### src/rtl/core/spns_pkg.sv
// shared types, constants and helpers for the strict priority scheduler
`default_nettype none
package spns_pkg;

  localparam int QUEUE_DEPTH = 16;
  localparam int LEVELS      = 4;
  localparam int CUTOFF_RST  = 100;
  localparam int CMDQ_DEPTH  = 4;

  localparam int LVL_W      = $clog2(LEVELS);
  localparam int PTR_W      = $clog2(QUEUE_DEPTH);
  localparam int CNT_W      = $clog2(QUEUE_DEPTH + 1);
  localparam int MEM_DEPTH  = LEVELS * QUEUE_DEPTH;
  localparam int ADDR_W     = $clog2(MEM_DEPTH);
  localparam int ENTRY_W    = 24;
  localparam int CQ_PTR_W   = $clog2(CMDQ_DEPTH);
  localparam int CQ_CNT_W   = $clog2(CMDQ_DEPTH + 1);

  localparam logic MODE_ARRIVAL = 1'b0;
  localparam logic MODE_TICK    = 1'b1;

  typedef enum logic [1:0] {
    KIND_ACCEPTED = 2'd0,
    KIND_FULL     = 2'd1,
    KIND_BAD_PRIO = 2'd2,
    KIND_TICK     = 2'd3
  } kind_t;

  typedef enum logic {
    BK_RUN,
    BK_FETCH
  } back_state_t;

  typedef struct packed {
    logic        mode;
    logic [7:0]  job_id;
    logic [2:0]  job_priority;
    logic [15:0] burst_length;
  } req_t;

  typedef struct packed {
    kind_t       result_kind;
    logic [15:0] now_time;
    logic        busy_res;
    logic [7:0]  running_id;
    logic        started_now;
    logic        finished_now;
    logic        all_done;
  } res_t;

  // decoded request as it waits between front and back
  typedef struct packed {
    logic             is_tick;
    logic             bad_prio;
    logic [LVL_W-1:0] level;
    logic [7:0]       job_id;
    logic [15:0]      burst;
  } cmd_t;

  function automatic logic [ADDR_W-1:0] fifo_addr(input logic [LVL_W-1:0] lvl,
                                                  input logic [PTR_W-1:0] ptr);
    return ADDR_W'(lvl) * ADDR_W'(QUEUE_DEPTH) + ADDR_W'(ptr);
  endfunction

  function automatic logic [PTR_W-1:0] ptr_inc(input logic [PTR_W-1:0] ptr);
    return (ptr == PTR_W'(QUEUE_DEPTH - 1)) ? '0 : ptr + PTR_W'(1);
  endfunction

endpackage
`default_nettype wire

### src/rtl/core/spns_ram.sv
// generic single write port ram with registered read
`default_nettype none
module spns_ram #(
  parameter int WIDTH = 8,
  parameter int DEPTH = 16
) (
  input  wire logic                     clk,
  input  wire logic                     we,
  input  wire logic [$clog2(DEPTH)-1:0] waddr,
  input  wire logic [WIDTH-1:0]         wdata,
  input  wire logic [$clog2(DEPTH)-1:0] raddr,
  output logic      [WIDTH-1:0]         rdata
);

  logic [WIDTH-1:0] mem [DEPTH];

  always_ff @(posedge clk) begin
    if (we) begin
      mem[waddr] <= wdata;
    end
    rdata <= mem[raddr];
  end

endmodule
`default_nettype wire

### src/rtl/core/spns_front.sv
// front end: takes requests and decodes mode and priority level
`default_nettype none
module spns_front
  import spns_pkg::*;
(
  input  wire logic start,
  input  wire logic q_full,
  input  wire req_t req,
  output logic      push,
  output cmd_t      cmd
);

  logic [3:0] prio_ext;

  assign prio_ext = {1'b0, req.job_priority};
  assign push     = start && !q_full;

  always_comb begin
    cmd.is_tick  = (req.mode == MODE_TICK);
    cmd.bad_prio = (prio_ext < 4'd1) || (prio_ext > 4'(LEVELS));
    cmd.level    = LVL_W'(req.job_priority - 3'd1);
    cmd.job_id   = req.job_id;
    cmd.burst    = req.burst_length;
  end

endmodule
`default_nettype wire

### src/rtl/core/spns_cmdq.sv
// short command queue between front and back
`default_nettype none
module spns_cmdq
  import spns_pkg::*;
(
  input  wire logic clk,
  input  wire logic rst,
  input  wire logic push,
  input  wire cmd_t push_cmd,
  input  wire logic pop,
  output cmd_t      head,
  output logic      empty,
  output logic      full
);

  cmd_t                entries [CMDQ_DEPTH];
  logic [CQ_PTR_W-1:0] wptr;
  logic [CQ_PTR_W-1:0] rptr;
  logic [CQ_CNT_W-1:0] count;

  assign empty = (count == '0);
  assign full  = (count == CQ_CNT_W'(CMDQ_DEPTH));
  assign head  = entries[rptr];

  always_ff @(posedge clk) begin
    if (rst) begin
      wptr  <= '0;
      rptr  <= '0;
      count <= '0;
    end else begin
      if (push) begin
        wptr <= (wptr == CQ_PTR_W'(CMDQ_DEPTH - 1)) ? '0 : wptr + CQ_PTR_W'(1);
      end
      if (pop) begin
        rptr <= (rptr == CQ_PTR_W'(CMDQ_DEPTH - 1)) ? '0 : rptr + CQ_PTR_W'(1);
      end
      count <= count + CQ_CNT_W'(push) - CQ_CNT_W'(pop);
    end
  end

  always_ff @(posedge clk) begin
    if (push) begin
      entries[wptr] <= push_cmd;
    end
  end

`ifndef SYNTHESIS
  a_no_overflow: assert property (@(posedge clk) disable iff (rst)
    count <= CQ_CNT_W'(CMDQ_DEPTH))
    else $error("command queue count past depth");
`endif

endmodule
`default_nettype wire

### src/rtl/core/spns_back.sv
// back end: level fifos, tick counter, running job and result register
`default_nettype none
module spns_back
  import spns_pkg::*;
(
  input  wire logic        clk,
  input  wire logic        rst,
  input  wire cmd_t        cmd,
  input  wire logic        q_empty,
  input  wire logic [15:0] cutoff_time,
  output logic             pop,
  output logic             result_valid,
  output res_t             result
);

  back_state_t state, state_next;

  logic [PTR_W-1:0] heads  [LEVELS];
  logic [PTR_W-1:0] tails  [LEVELS];
  logic [CNT_W-1:0] counts [LEVELS];
  logic [PTR_W-1:0] heads_next  [LEVELS];
  logic [PTR_W-1:0] tails_next  [LEVELS];
  logic [CNT_W-1:0] counts_next [LEVELS];

  logic [15:0] tick_count, tick_count_next;
  logic        run_valid, run_valid_next;
  logic [7:0]  run_job, run_job_next;
  logic [15:0] run_elapsed, run_elapsed_next;
  logic [15:0] run_burst, run_burst_next;
  logic        result_valid_next;
  res_t        result_next;

  logic               ram_we;
  logic [ADDR_W-1:0]  ram_waddr;
  logic [ADDR_W-1:0]  ram_raddr;
  logic [ENTRY_W-1:0] ram_rdata;

  logic [LVL_W-1:0] sel_level;
  logic             any_queued;
  logic [LVL_W-1:0] lvl;
  logic             start_fetch;
  logic [15:0]      tick_inc;

  // highest priority nonempty level, level 0 first
  always_comb begin
    sel_level  = '0;
    any_queued = 1'b0;
    for (int l = LEVELS - 1; l >= 0; l--) begin
      if (counts[l] != '0) begin
        sel_level  = LVL_W'(l);
        any_queued = 1'b1;
      end
    end
  end

  assign lvl         = cmd.is_tick ? sel_level : cmd.level;
  assign tick_inc    = (tick_count != 16'hFFFF) ? tick_count + 16'd1 : tick_count;
  assign start_fetch = (state == BK_RUN) && !q_empty && cmd.is_tick && !run_valid &&
                       (tick_count < cutoff_time) && any_queued;
  assign ram_waddr   = fifo_addr(lvl, tails[lvl]);
  assign ram_raddr   = fifo_addr(lvl, heads[lvl]);

  spns_ram #(
    .WIDTH(ENTRY_W),
    .DEPTH(MEM_DEPTH)
  ) u_fifo_ram (
    .clk  (clk),
    .we   (ram_we),
    .waddr(ram_waddr),
    .wdata({cmd.job_id, cmd.burst}),
    .raddr(ram_raddr),
    .rdata(ram_rdata)
  );

  always_comb begin
    state_next = state;
    case (state)
      BK_RUN: begin
        if (start_fetch) begin
          state_next = BK_FETCH;
        end
      end
      BK_FETCH: state_next = BK_RUN;
      default:  state_next = BK_RUN;
    endcase
  end

  always_comb begin
    logic [15:0] elapsed_inc;
    elapsed_inc       = (run_elapsed != 16'hFFFF) ? run_elapsed + 16'd1 : run_elapsed;
    heads_next        = heads;
    tails_next        = tails;
    counts_next       = counts;
    tick_count_next   = tick_count;
    run_valid_next    = run_valid;
    run_job_next      = run_job;
    run_elapsed_next  = run_elapsed;
    run_burst_next    = run_burst;
    pop               = 1'b0;
    ram_we            = 1'b0;
    result_valid_next = 1'b0;
    result_next       = '0;
    result_next.now_time = tick_count;
    case (state)
      BK_RUN: begin
        if (!q_empty) begin
          pop = 1'b1;
          if (!cmd.is_tick) begin
            result_valid_next = 1'b1;
            if (cmd.bad_prio) begin
              result_next.result_kind = KIND_BAD_PRIO;
            end else if (counts[lvl] >= CNT_W'(QUEUE_DEPTH)) begin
              result_next.result_kind = KIND_FULL;
            end else begin
              ram_we                  = 1'b1;
              tails_next[lvl]         = ptr_inc(tails[lvl]);
              counts_next[lvl]        = counts[lvl] + CNT_W'(1);
              result_next.result_kind = KIND_ACCEPTED;
            end
          end else if (run_valid) begin
            result_valid_next        = 1'b1;
            result_next.result_kind  = KIND_TICK;
            result_next.busy_res     = 1'b1;
            result_next.running_id   = run_job;
            result_next.finished_now = (elapsed_inc >= run_burst);
            run_elapsed_next         = elapsed_inc;
            run_valid_next           = !(elapsed_inc >= run_burst);
            tick_count_next          = tick_inc;
          end else if (tick_count >= cutoff_time) begin
            // schedule over: drop everything still queued
            for (int l = 0; l < LEVELS; l++) begin
              heads_next[l]  = '0;
              tails_next[l]  = '0;
              counts_next[l] = '0;
            end
            result_valid_next       = 1'b1;
            result_next.result_kind = KIND_TICK;
            result_next.all_done    = 1'b1;
            tick_count_next         = tick_inc;
          end else if (any_queued) begin
            // head entry comes out of the ram next cycle
            heads_next[lvl]  = ptr_inc(heads[lvl]);
            counts_next[lvl] = counts[lvl] - CNT_W'(1);
          end else begin
            result_valid_next       = 1'b1;
            result_next.result_kind = KIND_TICK;
            tick_count_next         = tick_inc;
          end
        end
      end
      BK_FETCH: begin
        // job starts and runs its first tick; burst of zero or one ends here
        run_job_next             = ram_rdata[23:16];
        run_burst_next           = ram_rdata[15:0];
        run_elapsed_next         = 16'd1;
        run_valid_next           = !(ram_rdata[15:0] <= 16'd1);
        result_valid_next        = 1'b1;
        result_next.result_kind  = KIND_TICK;
        result_next.busy_res     = 1'b1;
        result_next.running_id   = ram_rdata[23:16];
        result_next.started_now  = 1'b1;
        result_next.finished_now = (ram_rdata[15:0] <= 16'd1);
        tick_count_next          = tick_inc;
      end
      default: begin
      end
    endcase
  end

  always_ff @(posedge clk) begin
    if (rst) begin
      state        <= BK_RUN;
      tick_count   <= '0;
      run_valid    <= 1'b0;
      run_job      <= '0;
      run_elapsed  <= '0;
      run_burst    <= '0;
      result_valid <= 1'b0;
      for (int l = 0; l < LEVELS; l++) begin
        heads[l]  <= '0;
        tails[l]  <= '0;
        counts[l] <= '0;
      end
    end else begin
      state        <= state_next;
      tick_count   <= tick_count_next;
      run_valid    <= run_valid_next;
      run_job      <= run_job_next;
      run_elapsed  <= run_elapsed_next;
      run_burst    <= run_burst_next;
      result_valid <= result_valid_next;
      heads        <= heads_next;
      tails        <= tails_next;
      counts       <= counts_next;
    end
  end

  always_ff @(posedge clk) begin
    result <= result_next;
  end

`ifndef SYNTHESIS
  a_fetch_one_cycle: assert property (@(posedge clk) disable iff (rst)
    state == BK_FETCH |=> state == BK_RUN)
    else $error("fetch state held longer than one cycle");
  a_fetch_gives_start: assert property (@(posedge clk) disable iff (rst)
    state == BK_FETCH |=> result_valid && result.started_now && result.busy_res)
    else $error("fetch did not produce a start report");
  a_done_not_busy: assert property (@(posedge clk) disable iff (rst)
    result_valid && result.all_done |-> !result.busy_res && !$past(run_valid))
    else $error("schedule over reported while a job ran");
`endif

endmodule
`default_nettype wire

### src/rtl/core/strict_priority_nonpreemptive_scheduler_unit.sv
// top level of the non-preemptive strict priority job scheduler
`default_nettype none
// usage
//   a request is taken at a rising edge with start high and busy low; req.mode
//   selects a job arrival (id, priority 1 highest .. LEVELS lowest, burst) or
//   one time tick
//   every request gives exactly one result: result_valid is high for one cycle
//   with the result struct; there is no way to hold results off, so the
//   consumer must take each one as it comes
//   cfg_we with cfg_wdata writes the cutoff tick; write it only while idle
// timing
//   a taken request enters the command queue; the back end pops it and the
//   result is registered; a tick that starts a queued job also passes the
//   fetch state, for the registered read of the queue head from the job ram
//   so the back end retires one request per clock while the queue is not
//   empty, but not on such a tick; a four deep command queue lets requests
//   arrive while the back end is fetching, and busy is high while it is full
// reset
//   rst is synchronous, active high: queues empty, tick count zero, no job
//   running, cutoff back to 100; the job ram keeps old contents, which are
//   never read before being written, so no clearing pass is needed
module strict_priority_nonpreemptive_scheduler_unit
  import spns_pkg::*;
(
  input  wire logic        clk,
  input  wire logic        rst,
  input  wire logic        start,
  output logic             busy,
  input  wire req_t        req,
  input  wire logic        cfg_we,
  input  wire logic [15:0] cfg_wdata,
  output logic             result_valid,
  output res_t             result
);

  // cutoff register, the only configuration state
  logic [15:0] cutoff_time;

  // front to queue
  logic push;
  cmd_t push_cmd;

  // queue to back
  cmd_t head_cmd;
  logic q_empty;
  logic q_full;
  logic pop;

  always_ff @(posedge clk) begin
    if (rst) begin
      cutoff_time <= 16'(CUTOFF_RST);
    end else if (cfg_we) begin
      cutoff_time <= cfg_wdata;
    end
  end

  // busy only reflects room in the command queue, not what the back end does
  assign busy = q_full;

  spns_front u_front (
    .start (start),
    .q_full(q_full),
    .req   (req),
    .push  (push),
    .cmd   (push_cmd)
  );

  spns_cmdq u_cmdq (
    .clk     (clk),
    .rst     (rst),
    .push    (push),
    .push_cmd(push_cmd),
    .pop     (pop),
    .head    (head_cmd),
    .empty   (q_empty),
    .full    (q_full)
  );

  // back end owns the level fifos, the run state and the result register
  spns_back u_back (
    .clk         (clk),
    .rst         (rst),
    .cmd         (head_cmd),
    .q_empty     (q_empty),
    .cutoff_time (cutoff_time),
    .pop         (pop),
    .result_valid(result_valid),
    .result      (result)
  );

endmodule
`default_nettype wire

### config.mk
export PLATFORM = sky130hd
export DESIGN_NAME = strict_priority_nonpreemptive_scheduler_unit
export DESIGN_NICKNAME = d
export VERILOG_FILES = /design/src/rtl/core/spns_pkg.sv /design/src/rtl/core/spns_ram.sv /design/src/rtl/core/spns_front.sv /design/src/rtl/core/spns_cmdq.sv /design/src/rtl/core/spns_back.sv /design/src/rtl/core/strict_priority_nonpreemptive_scheduler_unit.sv
export SDC_FILE = /design/constraint.sdc
export NUM_CORES = 2
export LEC_CHECK = 0
export BUFFER_PORTS_ARGS = -buffer_cell sky130_fd_sc_hd__buf_4
export CAP_MARGIN = 10
export CORE_MARGIN = 2
export CORE_UTILIZATION = 30
export DETAILED_ROUTE_END_ITERATION = 8
export HOLD_SLACK_MARGIN = 0.15
export SLEW_MARGIN = 0
export SYNTH_ARGS = -nofsm -noshare
export SYNTH_HDL_FRONTEND = slang
export SYNTH_SLANG_ARGS = --single-unit
### constraint.sdc
create_clock -name clk -period 5.4 [get_ports clk]
set_input_delay 0.81 -clock clk [delete_from_list [all_inputs] [get_ports clk]]
set_output_delay 0.81 -clock clk [all_outputs]
set_load 0.01 [all_outputs]
==> run metrics <==
mux share of post-synthesis cell area 11.8%; Die Ht 492 um; internal power 0.0291 W; Slowest Stage Delay on Critical Path 770 ps; Leak 31.3 nW; Root Buffer clkbuf_16; post-place setup slack 30.8 ps; placed instance area 0.0773 mm^2; Worst VDD drop 0.522 mV; reg2reg start u_back.counts[5]$_SDFFE_PP0P_; # Max-Cap Violations 0; CORE AREA 0.237 mm^2; worst min path class in2reg; Top cell by count, worst path buf_12; vias 40100; RSZ-0062 raised after global routing no; Clock power frac 29.2%; H-tree depth 4; Post-Synth Simple-Gate Area 4.90%; crit path from u_back.counts[5]$_SDFFE_PP0P_; Final Hold Vio Count 0; fin crit share 96.5%; Worst Skew 67.1 ps; vias in the first global route 39300; Die W 492 um; switch share 32.8%; kind of cell adding the most delay to the critical path simple AND/OR/NAND/NOR gates; Max-slew headroom 21.6%; worst skew pair latency 830 ps; final net count 4754; share of power burned in registers 42.4%; Psw 0.0142 W; worst-margin pin slew 1160 ps; Yosys warning count 0; Final Util 35.2%; largest family of logic cells by synthesized area multiplexers; routed wire length 190 mm; die area 0.242 mm^2; adder-cell share of the synthesized area 0.834%; area leader, netlist edfxtp_1; antenna violations before repair 10; syn nets 4455; worst hold margin 216 ps; num ports 80; top-area cell type share of the netlist area 69.3%; Iter 0 DRT Violations 3686; post-synthesis compound-gate area fraction 5.62%; PnR worst setup slack 188 ps; first-pass GRT wire length 273 mm; critical path capture point type register; EDFF count, synth 1648; pwr/cell area 518 mW/mm^2; # port buffers 79; clk buf depth 3; worst endpoint required time 6090 ps; Post-Syn Area 0.0714 mm^2; Mean Syn Cell Area 16.4 um^2; crit path kind reg2reg; Total GRT Usage 15.2%; Worst path slowest cell nor4_1; hold_sp req[24]; final setup fails 0; Synth Area in XOR/XNOR 0.491%; num rows 179; max frequency 192 MHz; post-route cell area 0.0835 mm^2; Routed Antenna Nets 0; Finished Layout Cells 7985; status completed; crit path DAT 5900 ps; largest net degree at the start of global routing 99; Seq/Total Area, Yosys 74.7%; GPL Wtd Cong 0.873; share of layout cells above drive strength 1 14.6%; starting density of the core 30.1%; wire per inst 23.8 um; postcts setup bufs 0; library cells used by synthesis 66; Vias/cell 5.02; TritonCTS clock tree yes; CP max FO 58; CTS sink cnt 1838; startpoint types register; largest cells by area after synthesis edfxtp_1, mux2i_1, dfxtp_1, o22ai_1, nand2_1; CTS Buf Count 186; Slew Limit Fails 0; Post-Place Cells 7621; FFs w/ async S/R, synth 0%; clock transition at the registers of the reported paths 60 ps; min Tclk post-route 5210 ps; Synth Register Bits 1838; Top FF cell, synth edfxtp_1; Mapped Cells 4360; crit-path cells or4_1, o31a_1, o41ai_4, mux2_1, mux2i_4, buf_12, buf_12, mux2i_1, o22ai_1, nor4_1, buf_4, nand4_1; Comb pwr share 28.4%; Overflow after GRT 0; Pre-Repair DR Iteration Count 8; DRC Markers 0; Buf+Inv Stages, Crit Path 3; area grow syn2layout 17.0%; Post-DP HPWL 111 mm
## through the flow
stage,TNS [ps],total power (W)
detailed placement,0,0.0308
finish,0,0.0432
global placement,-3.93,0.0306
CTS,0,0.0434
floorplan,0,0.0257
global route,0,0.0448
## repair_timing
item | in CTS | in global routing
hold endpoints to repair | 65 | 0
hold buffers | 17 | 0
resized for setup | 0 | 6
setup endpoints to repair | 0 | 5
## cells in the final DEF, fill, tap and decap left out, drive strengths merged, types with 13 or more instances in the layout
cell         synthesis  final
a21oi               70     70
a22o                13     13
a22oi               24     24
a311o               23     23
a31oi               15     15
and2                16     16
and3                16     16
buf                111    325
clkbuf             120    248
clkinv               0     69
dfxtp              190    190
dlygate4sd3          0     17
edfxtp            1648   1648
ha                  46     46
inv                 52     61
mux2i              766    766
mux4                28     28
nand2              221    221
nand3               94     94
nand4               39     39
nor2               221    221
nor3                20     20
nor4                80     80
o21ai               20     20
o22ai              351    351
xnor2               24     24
xor2                16     16
## cells by family (layout without fill, tap and decap cells)
group	count (synthesis)	after routing
other	0	6
xor gates and xnor gates	40	40
and+or+nand+nor	753	753
adders and majority gates	47	47
AOI/OAI and AO/OA	598	598
buffers and inverters	283	735
muxes	801	801
DFF	1838	1838
## cells in the mapped netlist, types with 13 or more instances
cell and instances:
nand3_1 92, o21ai_0 19, buf_2 83, a21oi_1 70
dfxtp_1 190, inv_1 51, clkbuf_1 120, edfxtp_1 1648
a22oi_1 24, xnor2_1 24, mux2i_1 765, buf_1 15
a22o_1 13, nand2_1 221, and3_1 16, a311o_1 23
o22ai_1 351, nor3_1 20, mux4_2 28, nand4_1 39
nor4_1 80, ha_1 46, nor2_1 221, xor2_1 16
## registers in the layout, indices dropped and copies added (netlist names), 2 cells and up, named ones only
signal / cells
u_back.run_elapsed: 16
u_back.u_fifo_ram.rdata: 24
u_back.heads: 16
u_back.u_fifo_ram.mem: 1536
u_cmdq.wptr: 2
u_back.tick_count: 16
u_back.run_job: 8
u_back.counts: 20
u_back.tails: 16
u_back.result: 30
u_cmdq.rptr: 2
u_cmdq.entries: 112
cutoff_time: 16
u_cmdq.count: 3
u_back.run_burst: 16
## metal layers
metal	vias to the layer above	track usage [%]	part of all wire [%]
met4	10	4.56	2.8
li1	17800	-	-
met2	1388	25.0	48
met5	-	0	0.17
met1	20600	20.4	43
met3	284	2.77	6.6
## power by group through the flow
| stage | registers, W | clock network [W] | logic [W] |
|---|---|---|---|
| finish | 0.0183 | 0.0126 | 0.0123 |
| global route | 0.0184 | 0.0134 | 0.0130 |
| CTS | 0.0183 | 0.0128 | 0.0122 |
| detailed placement | 0.0186 | 0 | 0.0122 |
| global placement | 0.0186 | 0 | 0.0120 |
| floorplan | 0.0185 | 0 | 0.00721 |
## final timing paths
| check | end | slack [ps] | cells past startpoint |
|---|---|---|---|
| max | u_back.u_fifo_ram.rdata[23]$_DFF_P_ | 190 | 12 |
| min | u_cmdq.entries[2][21]$_DFFE_PP_ | 220 | 1 |
| max reg2reg | u_back.u_fifo_ram.rdata[23]$_DFF_P_ | 190 | 12 |
| min reg2reg | u_back.result[26]$_DFF_P_ | 370 | 0 |
## final cells by class
type	instances	area (um^2)
well taps	3167	3960
repair buffers	342	3010
inverters	52	195
clock inverters	93	951
multi-input cells	2239	17000
flip-flops and latches	1838	53300
fillers	22200	154000
clock buffers	248	5040
diodes	6	15.0
## worst register-to-register path, cell delays in order, from the launching register on
cell and delay (ps):
dfxtp_1 330, or4_1 590, o31a_1 330, o41ai_4 670, mux2_1 430, mux2i_4 400, buf_12 360, buf_12 450
mux2i_1 280, o22ai_1 90, nor4_1 770, buf_4 300, nand4_1 90
(Power assumes the default switching activity.)
